### src/hw/rtl/bfc_pkg.sv
package bfc_pkg;

    localparam int POS_W           = 9;
    localparam int LEN_W           = 9;
    localparam int BYTE_W          = 8;
    localparam int CFG_INDEX_W     = 3;
    localparam int CFG_DATA_W      = 9;

    localparam int MAX_FRAME_BYTES = 256;
    localparam int MIN_FRAME_LEN   = 8;
    localparam int CKS_MIN_LEN     = 4;

    localparam logic [POS_W-1:0] POS_SAT = {POS_W{1'b1}};

    // byte positions inside a frame
    localparam logic [POS_W-1:0] POS_SYNC_FIRST  = POS_W'(0);
    localparam logic [POS_W-1:0] POS_SYNC_SECOND = POS_W'(1);
    localparam logic [POS_W-1:0] POS_BODY_START  = POS_W'(2);
    localparam logic [POS_W-1:0] POS_ACK_CLASS   = POS_W'(2);
    localparam logic [POS_W-1:0] POS_ACK_ID      = POS_W'(3);
    localparam logic [POS_W-1:0] POS_ACK_LEN_LO  = POS_W'(4);
    localparam logic [POS_W-1:0] POS_ACK_LEN_HI  = POS_W'(5);
    localparam logic [POS_W-1:0] POS_ACKED_CLASS = POS_W'(6);
    localparam logic [POS_W-1:0] POS_ACKED_ID    = POS_W'(7);

    localparam logic [BYTE_W-1:0] ACK_LEN_LOW  = BYTE_W'(2);
    localparam logic [BYTE_W-1:0] ACK_LEN_HIGH = BYTE_W'(0);

    // reset values of the registers
    localparam logic [LEN_W-1:0]  RST_EXPECTED_LEN = LEN_W'(100);
    localparam logic [BYTE_W-1:0] RST_SYNC_FIRST   = BYTE_W'(181);
    localparam logic [BYTE_W-1:0] RST_SYNC_SECOND  = BYTE_W'(98);
    localparam logic              RST_CHECK_ACK    = 1'b0;
    localparam logic [BYTE_W-1:0] RST_ACK_CLASS    = BYTE_W'(5);
    localparam logic [BYTE_W-1:0] RST_ACK_ID       = BYTE_W'(1);
    localparam logic [BYTE_W-1:0] RST_ACKED_CLASS  = BYTE_W'(6);
    localparam logic [BYTE_W-1:0] RST_ACKED_ID     = BYTE_W'(8);

    typedef enum logic [2:0] {
        STATUS_OK       = 3'd0,
        STATUS_LENGTH   = 3'd1,
        STATUS_SYNC     = 3'd2,
        STATUS_CHECKSUM = 3'd3,
        STATUS_ACK      = 3'd4
    } frame_status_t;

    typedef enum logic [CFG_INDEX_W-1:0] {
        CFG_EXPECTED_LEN = 3'd0,
        CFG_SYNC_FIRST   = 3'd1,
        CFG_SYNC_SECOND  = 3'd2,
        CFG_CHECK_ACK    = 3'd3,
        CFG_ACK_CLASS    = 3'd4,
        CFG_ACK_ID       = 3'd5,
        CFG_ACKED_CLASS  = 3'd6,
        CFG_ACKED_ID     = 3'd7
    } cfg_index_t;

endpackage

### src/hw/rtl/binary_frame_checker_unit.sv
// Binary frame checker. Feed the bytes of one received burst, one item per
// cycle, with burst_end set on the last byte. The block checks the two sync
// bytes, runs an 8-bit Fletcher sum over bytes 2 to length-3 and compares it
// with the two trailing bytes, and, with check_ack set, checks acknowledge
// content in bytes 2 to 7. For each burst it returns one item on frame_status
// (0 ok, 1 length mismatch, 2 bad sync, 3 bad checksum, 4 ack mismatch; the
// first fault in that order wins). Throughput is one byte per cycle unless a
// last byte waits for a stalled status to leave. The last byte passes through
// a single register stage, the input register, whose add-and-compare is
// finished before the result register, and its status is then loaded into
// the result register. The result register lets the next burst's bytes
// enter while a status is still stalled. Write the
// configuration registers only while the block is idle; cfg_ready is always
// high.
module binary_frame_checker_unit
    import bfc_pkg::*;
(
    input  logic                   clk,
    input  logic                   rst_n,

    input  logic                   in_valid,
    output logic                   in_stall,
    input  logic [BYTE_W-1:0]      rx_byte,
    input  logic                   burst_end,

    output logic                   out_valid,
    input  logic                   out_stall,
    output logic [2:0]             frame_status,

    input  logic                   cfg_valid,
    output logic                   cfg_ready,
    input  logic [CFG_INDEX_W-1:0] cfg_index,
    input  logic [CFG_DATA_W-1:0]  cfg_data
);

    // ------------------------------------------------------------------
    // Configuration registers
    // ------------------------------------------------------------------
    logic [LEN_W-1:0]  expected_len_reg;
    logic [BYTE_W-1:0] sync_first_reg;
    logic [BYTE_W-1:0] sync_second_reg;
    logic              check_ack_reg;
    logic [BYTE_W-1:0] ack_class_reg;
    logic [BYTE_W-1:0] ack_id_reg;
    logic [BYTE_W-1:0] acked_class_reg;
    logic [BYTE_W-1:0] acked_id_reg;

    assign cfg_ready = 1'b1;

    always_ff @(posedge clk or negedge rst_n)
    begin
        if (!rst_n)
        begin
            expected_len_reg <= RST_EXPECTED_LEN;
            sync_first_reg   <= RST_SYNC_FIRST;
            sync_second_reg  <= RST_SYNC_SECOND;
            check_ack_reg    <= RST_CHECK_ACK;
            ack_class_reg    <= RST_ACK_CLASS;
            ack_id_reg       <= RST_ACK_ID;
            acked_class_reg  <= RST_ACKED_CLASS;
            acked_id_reg     <= RST_ACKED_ID;
        end
        else if (cfg_valid && cfg_ready)
        begin
            unique case (cfg_index_t'(cfg_index))
                CFG_EXPECTED_LEN: expected_len_reg <= cfg_data[LEN_W-1:0];
                CFG_SYNC_FIRST:   sync_first_reg   <= cfg_data[BYTE_W-1:0];
                CFG_SYNC_SECOND:  sync_second_reg  <= cfg_data[BYTE_W-1:0];
                CFG_CHECK_ACK:    check_ack_reg    <= cfg_data[0];
                CFG_ACK_CLASS:    ack_class_reg    <= cfg_data[BYTE_W-1:0];
                CFG_ACK_ID:       ack_id_reg       <= cfg_data[BYTE_W-1:0];
                CFG_ACKED_CLASS:  acked_class_reg  <= cfg_data[BYTE_W-1:0];
                CFG_ACKED_ID:     acked_id_reg     <= cfg_data[BYTE_W-1:0];
                default:          ;
            endcase
        end
    end

    // ------------------------------------------------------------------
    // Input register: one byte waits here for its checks
    // ------------------------------------------------------------------
    logic              s1_valid_reg;
    logic              s1_valid_next;
    logic [BYTE_W-1:0] s1_byte_reg;
    logic              s1_end_reg;
    logic              s1_go;
    logic              in_take;

    // A byte that ends a burst needs room in the result register; any other
    // byte only updates the running state and always moves on.
    assign s1_go    = s1_valid_reg && (!s1_end_reg || !out_valid || !out_stall);
    assign in_stall = s1_valid_reg && !s1_go;
    assign in_take  = in_valid && !in_stall;

    always_comb
    begin
        s1_valid_next = s1_valid_reg;
        if (in_take)
        begin
            s1_valid_next = 1'b1;
        end
        else if (s1_go)
        begin
            s1_valid_next = 1'b0;
        end
    end

    always_ff @(posedge clk or negedge rst_n)
    begin
        if (!rst_n)
        begin
            s1_valid_reg <= 1'b0;
        end
        else
        begin
            s1_valid_reg <= s1_valid_next;
        end
    end

    // payload: hold while stalled
    always_ff @(posedge clk)
    begin
        if (in_take)
        begin
            s1_byte_reg <= rx_byte;
            s1_end_reg  <= burst_end;
        end
    end

    // ------------------------------------------------------------------
    // Burst state and per-byte checks
    // ------------------------------------------------------------------
    logic [POS_W-1:0]  pos_reg;
    logic [POS_W-1:0]  pos_next;
    logic [BYTE_W-1:0] sum_a_reg;
    logic [BYTE_W-1:0] sum_a_next;
    logic [BYTE_W-1:0] sum_b_reg;
    logic [BYTE_W-1:0] sum_b_next;
    logic              sync_fault_reg;
    logic              sync_fault_next;
    logic              cks_fault_reg;
    logic              cks_fault_next;
    logic              ack_fault_reg;
    logic              ack_fault_next;

    logic              pos_live;
    logic [POS_W:0]    pos_p1;
    logic [POS_W:0]    pos_p2;
    logic [POS_W:0]    len_ext;
    logic              cks_on;
    logic              in_body;
    logic              at_sum_a;
    logic              at_sum_b;
    logic [BYTE_W-1:0] sum_a_add;
    logic [BYTE_W-1:0] sum_b_add;
    logic              sync_hit;
    logic              cks_hit;
    logic              ack_hit;
    logic              sync_now;
    logic              cks_now;
    logic              ack_now;
    logic              len_ok;
    frame_status_t     status_now;

    assign pos_live  = (pos_reg != POS_SAT);
    assign pos_p1    = {1'b0, pos_reg} + (POS_W+1)'(1);
    assign pos_p2    = {1'b0, pos_reg} + (POS_W+1)'(2);
    assign len_ext   = {1'b0, expected_len_reg};
    assign cks_on    = (len_ext >= (POS_W+1)'(CKS_MIN_LEN));
    assign in_body   = (pos_reg >= POS_BODY_START) && (pos_p2 < len_ext);
    assign at_sum_a  = (pos_p2 == len_ext);
    assign at_sum_b  = (pos_p1 == len_ext);

    assign sum_a_add = sum_a_reg + s1_byte_reg;
    assign sum_b_add = sum_b_reg + sum_a_add;

    always_comb
    begin
        sync_hit = ((pos_reg == POS_SYNC_FIRST)  && (s1_byte_reg != sync_first_reg))
                || ((pos_reg == POS_SYNC_SECOND) && (s1_byte_reg != sync_second_reg));

        cks_hit = 1'b0;
        if (cks_on && !in_body)
        begin
            if (at_sum_a)
            begin
                cks_hit = (s1_byte_reg != sum_a_reg);
            end
            else if (at_sum_b)
            begin
                cks_hit = (s1_byte_reg != sum_b_reg);
            end
        end

        ack_hit = check_ack_reg && (
                   ((pos_reg == POS_ACK_CLASS)   && (s1_byte_reg != ack_class_reg))
                || ((pos_reg == POS_ACK_ID)      && (s1_byte_reg != ack_id_reg))
                || ((pos_reg == POS_ACK_LEN_LO)  && (s1_byte_reg != ACK_LEN_LOW))
                || ((pos_reg == POS_ACK_LEN_HI)  && (s1_byte_reg != ACK_LEN_HIGH))
                || ((pos_reg == POS_ACKED_CLASS) && (s1_byte_reg != acked_class_reg))
                || ((pos_reg == POS_ACKED_ID)    && (s1_byte_reg != acked_id_reg)));
    end

    // fault flags including this byte; a saturated count judges nothing
    assign sync_now = sync_fault_reg || (pos_live && sync_hit);
    assign cks_now  = cks_fault_reg  || (pos_live && cks_hit);
    assign ack_now  = ack_fault_reg  || (pos_live && ack_hit);

    assign len_ok = pos_live && at_sum_b
                 && (len_ext >= (POS_W+1)'(MIN_FRAME_LEN))
                 && (len_ext <= (POS_W+1)'(MAX_FRAME_BYTES));

    always_comb
    begin
        priority if (!len_ok)
        begin
            status_now = STATUS_LENGTH;
        end
        else if (sync_now)
        begin
            status_now = STATUS_SYNC;
        end
        else if (cks_now)
        begin
            status_now = STATUS_CHECKSUM;
        end
        else if (ack_now)
        begin
            status_now = STATUS_ACK;
        end
        else
        begin
            status_now = STATUS_OK;
        end
    end

    always_comb
    begin
        pos_next        = pos_reg;
        sum_a_next      = sum_a_reg;
        sum_b_next      = sum_b_reg;
        sync_fault_next = sync_fault_reg;
        cks_fault_next  = cks_fault_reg;
        ack_fault_next  = ack_fault_reg;
        if (s1_go)
        begin
            if (s1_end_reg)
            begin
                // clear for the next burst
                pos_next        = '0;
                sum_a_next      = '0;
                sum_b_next      = '0;
                sync_fault_next = 1'b0;
                cks_fault_next  = 1'b0;
                ack_fault_next  = 1'b0;
            end
            else
            begin
                sync_fault_next = sync_now;
                cks_fault_next  = cks_now;
                ack_fault_next  = ack_now;
                if (pos_live)
                begin
                    pos_next = pos_p1[POS_W-1:0];
                    if (cks_on && in_body)
                    begin
                        sum_a_next = sum_a_add;
                        sum_b_next = sum_b_add;
                    end
                end
            end
        end
    end

    always_ff @(posedge clk or negedge rst_n)
    begin
        if (!rst_n)
        begin
            pos_reg        <= '0;
            sum_a_reg      <= '0;
            sum_b_reg      <= '0;
            sync_fault_reg <= 1'b0;
            cks_fault_reg  <= 1'b0;
            ack_fault_reg  <= 1'b0;
        end
        else
        begin
            pos_reg        <= pos_next;
            sum_a_reg      <= sum_a_next;
            sum_b_reg      <= sum_b_next;
            sync_fault_reg <= sync_fault_next;
            cks_fault_reg  <= cks_fault_next;
            ack_fault_reg  <= ack_fault_next;
        end
    end

    // ------------------------------------------------------------------
    // Result register
    // ------------------------------------------------------------------
    logic          out_valid_reg;
    logic          out_valid_next;
    logic          out_load;
    frame_status_t status_reg;

    assign out_load = s1_go && s1_end_reg;

    always_comb
    begin
        out_valid_next = out_valid_reg && out_stall;
        if (out_load)
        begin
            out_valid_next = 1'b1;
        end
    end

    always_ff @(posedge clk or negedge rst_n)
    begin
        if (!rst_n)
        begin
            out_valid_reg <= 1'b0;
        end
        else
        begin
            out_valid_reg <= out_valid_next;
        end
    end

    always_ff @(posedge clk)
    begin
        if (out_load)
        begin
            status_reg <= status_now;
        end
    end

    assign out_valid    = out_valid_reg;
    assign frame_status = status_reg;

endmodule

### config.mk
export PLATFORM = sky130hd
export DESIGN_NAME = binary_frame_checker_unit
export DESIGN_NICKNAME = d
export VERILOG_FILES = /design/src/hw/rtl/bfc_pkg.sv /design/src/hw/rtl/binary_frame_checker_unit.sv
export SDC_FILE = /design/constraint.sdc
export NUM_CORES = 1
export LEC_CHECK = 0
export ABC_AREA = 0
export ABC_CLOCK_PERIOD_IN_PS = 3600
export BUFFER_PORTS_ARGS = -buffer_cell sky130_fd_sc_hd__buf_4
export CAP_MARGIN = 10
export CORE_ASPECT_RATIO = 2
export CORE_UTILIZATION = 30
export DETAILED_ROUTE_END_ITERATION = 12
export GPL_ROUTABILITY_DRIVEN = 0
export PLACE_DENSITY_LB_ADDON = 0.15
export SYNTH_ARGS = -nofsm -noshare
export SYNTH_HDL_FRONTEND = slang
export SYNTH_SLANG_ARGS = --single-unit
### constraint.sdc
create_clock -name clk -period 3.6 [get_ports clk]
set_input_delay 0.36 -clock clk [delete_from_list [all_inputs] [get_ports clk]]
set_output_delay 0.36 -clock clk [all_outputs]
set_load 0.01 [all_outputs]
; After elaboration in Yosys (flattened, before gate mapping)
; Index checks and enable logic that the tools add are counted.
[totals]
ff_bits = 100
latch_bits = 0
ramBits = 0
rom_bits = 0
output_inout_bits = 6
word_cells = 133
mem_count = 0
[classes]
addsub = 4
n_mul = 0
div = 0
magnitude_cmp = 5
n_eq_ne = 26
shift = 0
mux = 20
bitwise = 1
n_reduce_logical = 57
[op_table]
columns = cell, count
row1 = 8-bit != test, 8
row2 = 8-bit two-way mux, 6
row3 = 9-bit by 3-bit equality test with 1-bit output (second input constant), 4
row4 = 1-bit logical AND, 23
row5 = 10-bit by 9-bit equality test with 1-bit output, 2
row6 = 9-bit by 2-bit equality test with 1-bit output (second input constant), 2
row7 = 9-bit two-way mux, 2
row8 = 2-bit AND reduction, 9
row9 = 8-bit adder, 2
row10 = 3-bit equality test (second input constant), 4
row11 = 1-bit logical OR, 11
row12 = 9-bit by 1-bit adder with 10-bit output (second input constant), 1
row13 = 9-bit by 2-bit adder with 10-bit output (second input constant), 1
row14 = 10-bit by 9-bit less-than comparator with 1-bit output, 1
row15 = 9-bit by 1-bit equality test with 1-bit output (second input constant), 1
row16 = 9-bit by 2-bit greater-or-equal comparator with 1-bit output (second input constant), 1
row17 = 9-bit by 3-bit greater-or-equal comparator with 1-bit output (second input constant), 1
row18 = 9-bit by 4-bit greater-or-equal comparator with 1-bit output (second input constant), 1
row19 = 9-bit less-or-equal comparator (second input constant), 1
row20 = 9-bit zero test, 1
row21 = 1-bit two-way mux, 9
row22 = 9-bit != test (second input constant), 1
row23 = 8-bit by 2-bit != test with 1-bit output (second input constant), 1
row24 = 8-bit nonzero test, 1
row25 = 10 further kinds, 19

; Longest topological paths before layout
[depth]
depth_word = 13
ltp_mapped = 16
ltp_nobuf = 16

; Least setup slack after synthesis
; Ideal clock, no wire load.
[synth_path]
path_kind = reg-to-reg
from = register s1_byte_reg[1]
to = register sum_b_reg[7]
setup_time_ns = 0.132
arrival_time_ns = 3.160
slack_ns = 0.308
stages_incl_launch_ff = 15
period_less_slack_ns = 3.292
path_cell_list = edfxtp_1 clkbuf_1 inv_1 fa_1 nor2b_1 o21ai_1 a21boi_1 o21a_1 o21ai_0 and2_1 ha_1 o41ai_1 xnor3_1 a211oi_1 o22ai_1
[synth_via]
elab_chain_cells = 5
[synth_lines]
columns = element, line
row1 = start: declaration, binary_frame_checker_unit.sv:84  ; logic [BYTE_W-1:0] s1_byte_reg;
row2 = start signal: assignment, binary_frame_checker_unit.sv:125  ; s1_byte_reg <= rx_byte;
row3 = 8-bit adder, binary_frame_checker_unit.sv:174  ; assign sum_a_add = sum_a_reg + s1_byte_reg;
row4 = 8-bit adder, binary_frame_checker_unit.sv:175  ; assign sum_b_add = sum_b_reg + sum_a_add;
row5 = 8-bit two-way mux, binary_frame_checker_unit.sv:265  ; if (cks_on && in_body)
row6 = 8-bit two-way mux, binary_frame_checker_unit.sv:262  ; if (pos_live)
row7 = 8-bit two-way mux, binary_frame_checker_unit.sv:247  ; if (s1_end_reg)
row8 = end signal: assignment, binary_frame_checker_unit.sv:290  ; sum_b_reg <= sum_b_next;
row9 = end: declaration, binary_frame_checker_unit.sv:137  ; logic [BYTE_W-1:0] sum_b_reg;
; No other way between the ends. The select of a mux whose other input is x is not followed.
; A chain may end at the register's enable or synchronous reset.

; Final worst setup path
[layout_path]
from = register s1_byte_reg[0]
to = register sum_b_reg[7]
; The elaborated chain is that of the path after synthesis.

==> results.json <==
{
  "hp-class": "in2async",
  "p_per_area_nw_per_um2": 587.2,
  "grt_first_pass_wirelength_um": 25540,
  "holdWs_ns": 0.05818,
  "grt_max_degree": 57,
  "rsz0062_at_grt": "false",
  "yosysSeqAreaShare_pct": 43.46,
  "ant_nets": 0,
  "avgSynthCellArea_sq_um": 10.91,
  "synth_edf_count": 12,
  "synth_nets": 603,
  "num_rows": 72,
  "cts_sinks": 100,
  "report.final.slew_viol_count": 0,
  "netlist_instances": 545,
  "ys_warn_count": 0,
  "cts_resized": 0,
  "slowest_delay_ns": 0.41,
  "setup_viol": 0,
  "fmax_mhz": 299.7,
  "worstSetupStartpointType": "flip-flop",
  "start_util_pct": 30.70,
  "hold_violations": 0,
  "fin_crit_ns": 3.336,
  "cts_root_buffer": "clkbuf_16",
  "yosys_register_bits": 100,
  "ioPinCount": 32,
  "clkTransAtPathRegs_ns": 0.07,
  "grt_usage_pct": 17.27,
  "fin_skew_ns": 0.01168,
  "cts_tree": "yes",
  "avgViaCountPerCell": 4.968,
  "synth_area_sq_um": 5946,
  "nets": 638,
  "die_area_sq_um": 20420,
  "grt-ovfl-total": 0,
  "slew_headroom_pct": 42.51,
  "arrival_ns": 3.56,
  "post_cts.repair.setup_buffers": 0,
  "maxCapViolCount": 0,
  "ys_types": 63,
  "r2r-start": "s1_byte_reg[0]$_DFFE_PP_",
  "dr.pass1.iters": 5,
  "drt_iter0_drc": 178,
  "dp.cells": 828,
  "crit_required_ns": 3.82,
  "final_cells": 844,
  "critical_path.top_delay_family": "compound AO/OA/AOI/OAI gates",
  "p_leak_nw": 2.815,
  "drc": 0,
  "area_growth_pct": 13.66,
  "status": "complete, no violations",
  "diodes": 0,
  "synthArstFlopShare_pct": 88.00,
  "cts_buffers": 9,
  "power_mw": 3.968,
  "vias": 4193,
  "io_buffers": 30,
  "finalCritPeriodShare_pct": 92.68,
  "die_x_um": 101.5,
  "fin_area_sq_um": 6758,
  "critical_path.slowest_cell": "o41ai_1",
  "cp_max_fo": 3,
  "endpoint_kind": "flip-flop",
  "clock_path_buffers": 2,
  "hold_buffers": 0,
  "path_cells": "ha_1 -> inv_1 -> fa_1 -> nor2b_1 -> o21ai_1 -> a21boi_1 -> o21a_1 -> or3_1 -> and2_1 -> ha_1 -> o41ai_1 -> xnor3_1 -> a211oi_1 -> o22ai_1",
  "clk_latency_ns": 0.36,
  "path_class": "reg2reg",
  "reg2reg_depth": 14,
  "startpoint": "s1_byte_reg[0]$_DFFE_PP_",
  "crit_top_cell": "ha_1",
  "worst-path-stages": 14,
  "nFillCells": 1984,
  "wl_per_cell_um": 19.35,
  "htreeDepth": 3,
  "die_h_um": 201.1,
  "grt_pass1_vias": 4384,
  "antenna_found_initial": 0,
  "drive_gt1_share_pct": 23.25,
  "place_hpwl_um": 12520,
  "synth_flop_cell": "dfrtp_1",
  "ir_worst_vdd_mv": 0.2297,
  "placed_cell_area_sq_um": 6487,
  "placeableCoreArea_sq_um": 19370,
  "routed_wl_um": 16330,
  "critPathBufInv": 1,
  "worst_pin_slew_ns": 0.8576,
  "fin_setup_tns_ns": 0
}
-- logic make-up (layout without fill, tap and decap cells) --
group	after synthesis	in the layout	share of synthesized area (%)
AO/OA/AOI/OAI	97	97	11.55
XOR/XNOR	83	83	12.46
adder cells (fa/ha/maj)	32	32	6.987
buffers and inverters	53	93	4.314
flip-flops	100	100	43.46
multiplexers	50	50	9.470
other	1	1	0.06307
AND/OR/NAND/NOR	129	129	11.70
-- power by group --
part | internal, mW | switching, mW | leakage, nW
Clock | 0.489 | 0.445 | 0.138
Sequential | 1.41 | 0.194 | 1.19
Combinational | 0.708 | 0.724 | 1.49
-- final timing paths --
path	slack [ns]	to
worst max-delay path	0.26	sum_b_reg[7]$_DFFE_PN0P_
worst max register to register	0.26	sum_b_reg[7]$_DFFE_PN0P_
max in group asynchronous	2.66	expected_len_reg[6]$_DFFE_PN1P_
worst min-delay path	0.06	s1_valid_reg$_DFFE_PN0P_
min in group clk	0.17	s1_byte_reg[1]$_DFFE_PP_
worst min register to register	0.51	sync_first_reg[1]$_DFFE_PN0P_
-- Yosys cell counts, drive strengths merged (2+ instances only) --
cell type / number / area, sq um
a21boi: 2 / 15.01
a31oi: 4 / 25.02
o211ai: 2 / 15.01
o31ai: 3 / 22.52
or3: 2 / 12.51
o41ai: 2 / 25.03
and3: 4 / 25.02
clkbuf: 11 / 41.29
dfrtp: 71 / 1777
nor4: 5 / 43.79
nand4: 18 / 112.6
nor2: 21 / 78.83
nor3b: 2 / 25.02
buf: 13 / 106.3
ha: 30 / 375.4
mux2: 50 / 563.0
nor2b: 3 / 18.77
nand2b: 5 / 38.78
dfstp: 17 / 446.7
o21a: 2 / 15.01
nand4b: 2 / 17.52
o21ai: 34 / 170.2
and2: 7 / 45.05
a21oi: 11 / 55.05
o2111a: 2 / 22.52
inv: 29 / 108.9
xor2: 11 / 96.34
nand3: 13 / 65.06
nor3: 10 / 55.05
a22o: 15 / 131.4
xnor2: 71 / 621.9
edfxtp: 12 / 360.4
nand2: 34 / 127.6
a32o: 2 / 20.02
a211oi: 7 / 67.57
a21o: 2 / 22.52
fa: 2 / 40.04
o2111ai: 2 / 17.52
-- cell type report --
class	count	area (sq um)	share of cell area [%]
Sequential cell	100	2584	38.23
Timing Repair Buffer	48	360.3	5.332
Tap cell	259	324.1	4.795
Clock buffer	12	246.5	3.647
Clock inverter	4	23.77	0.3518
Inverter	29	108.9	1.611
Multi-Input combinational cell	392	3110	46.03
-- stage by stage --
step,util (%),setup slack [ns]
after global routing,34.89,0.07384
after CTS,34.89,0.2559
after detailed placement,33.49,0.3036
after floorplan,-,0.3082
final,34.89,0.2635
after global placement,33.49,0.3879
-- routing by layer --
| metal | part of all wire [%] | track usage, % |
|---|---|---|
| met5 | 0 | 0 |
| met4 | 4.5 | 9.265 |
| met3 | 1.9 | 1.876 |
| met2 | 57 | 32.58 |
| met1 | 37 | 17.95 |
-- layout by cell type, fill, tap and decap left out, drive strengths merged, types with 12 or more instances in the layout --
cell type  Yosys  layout
a22o          15      15
buf           13      48
clkbuf        11      12
dfrtp         71      71
dfstp         17      17
edfxtp        12      12
ha            30      30
inv           29      32
mux2          50      50
nand2         34      34
nand3         13      13
nand4         18      18
nor2          21      21
o21ai         34      34
xnor2         71      71
(Power assumes the default switching activity.)
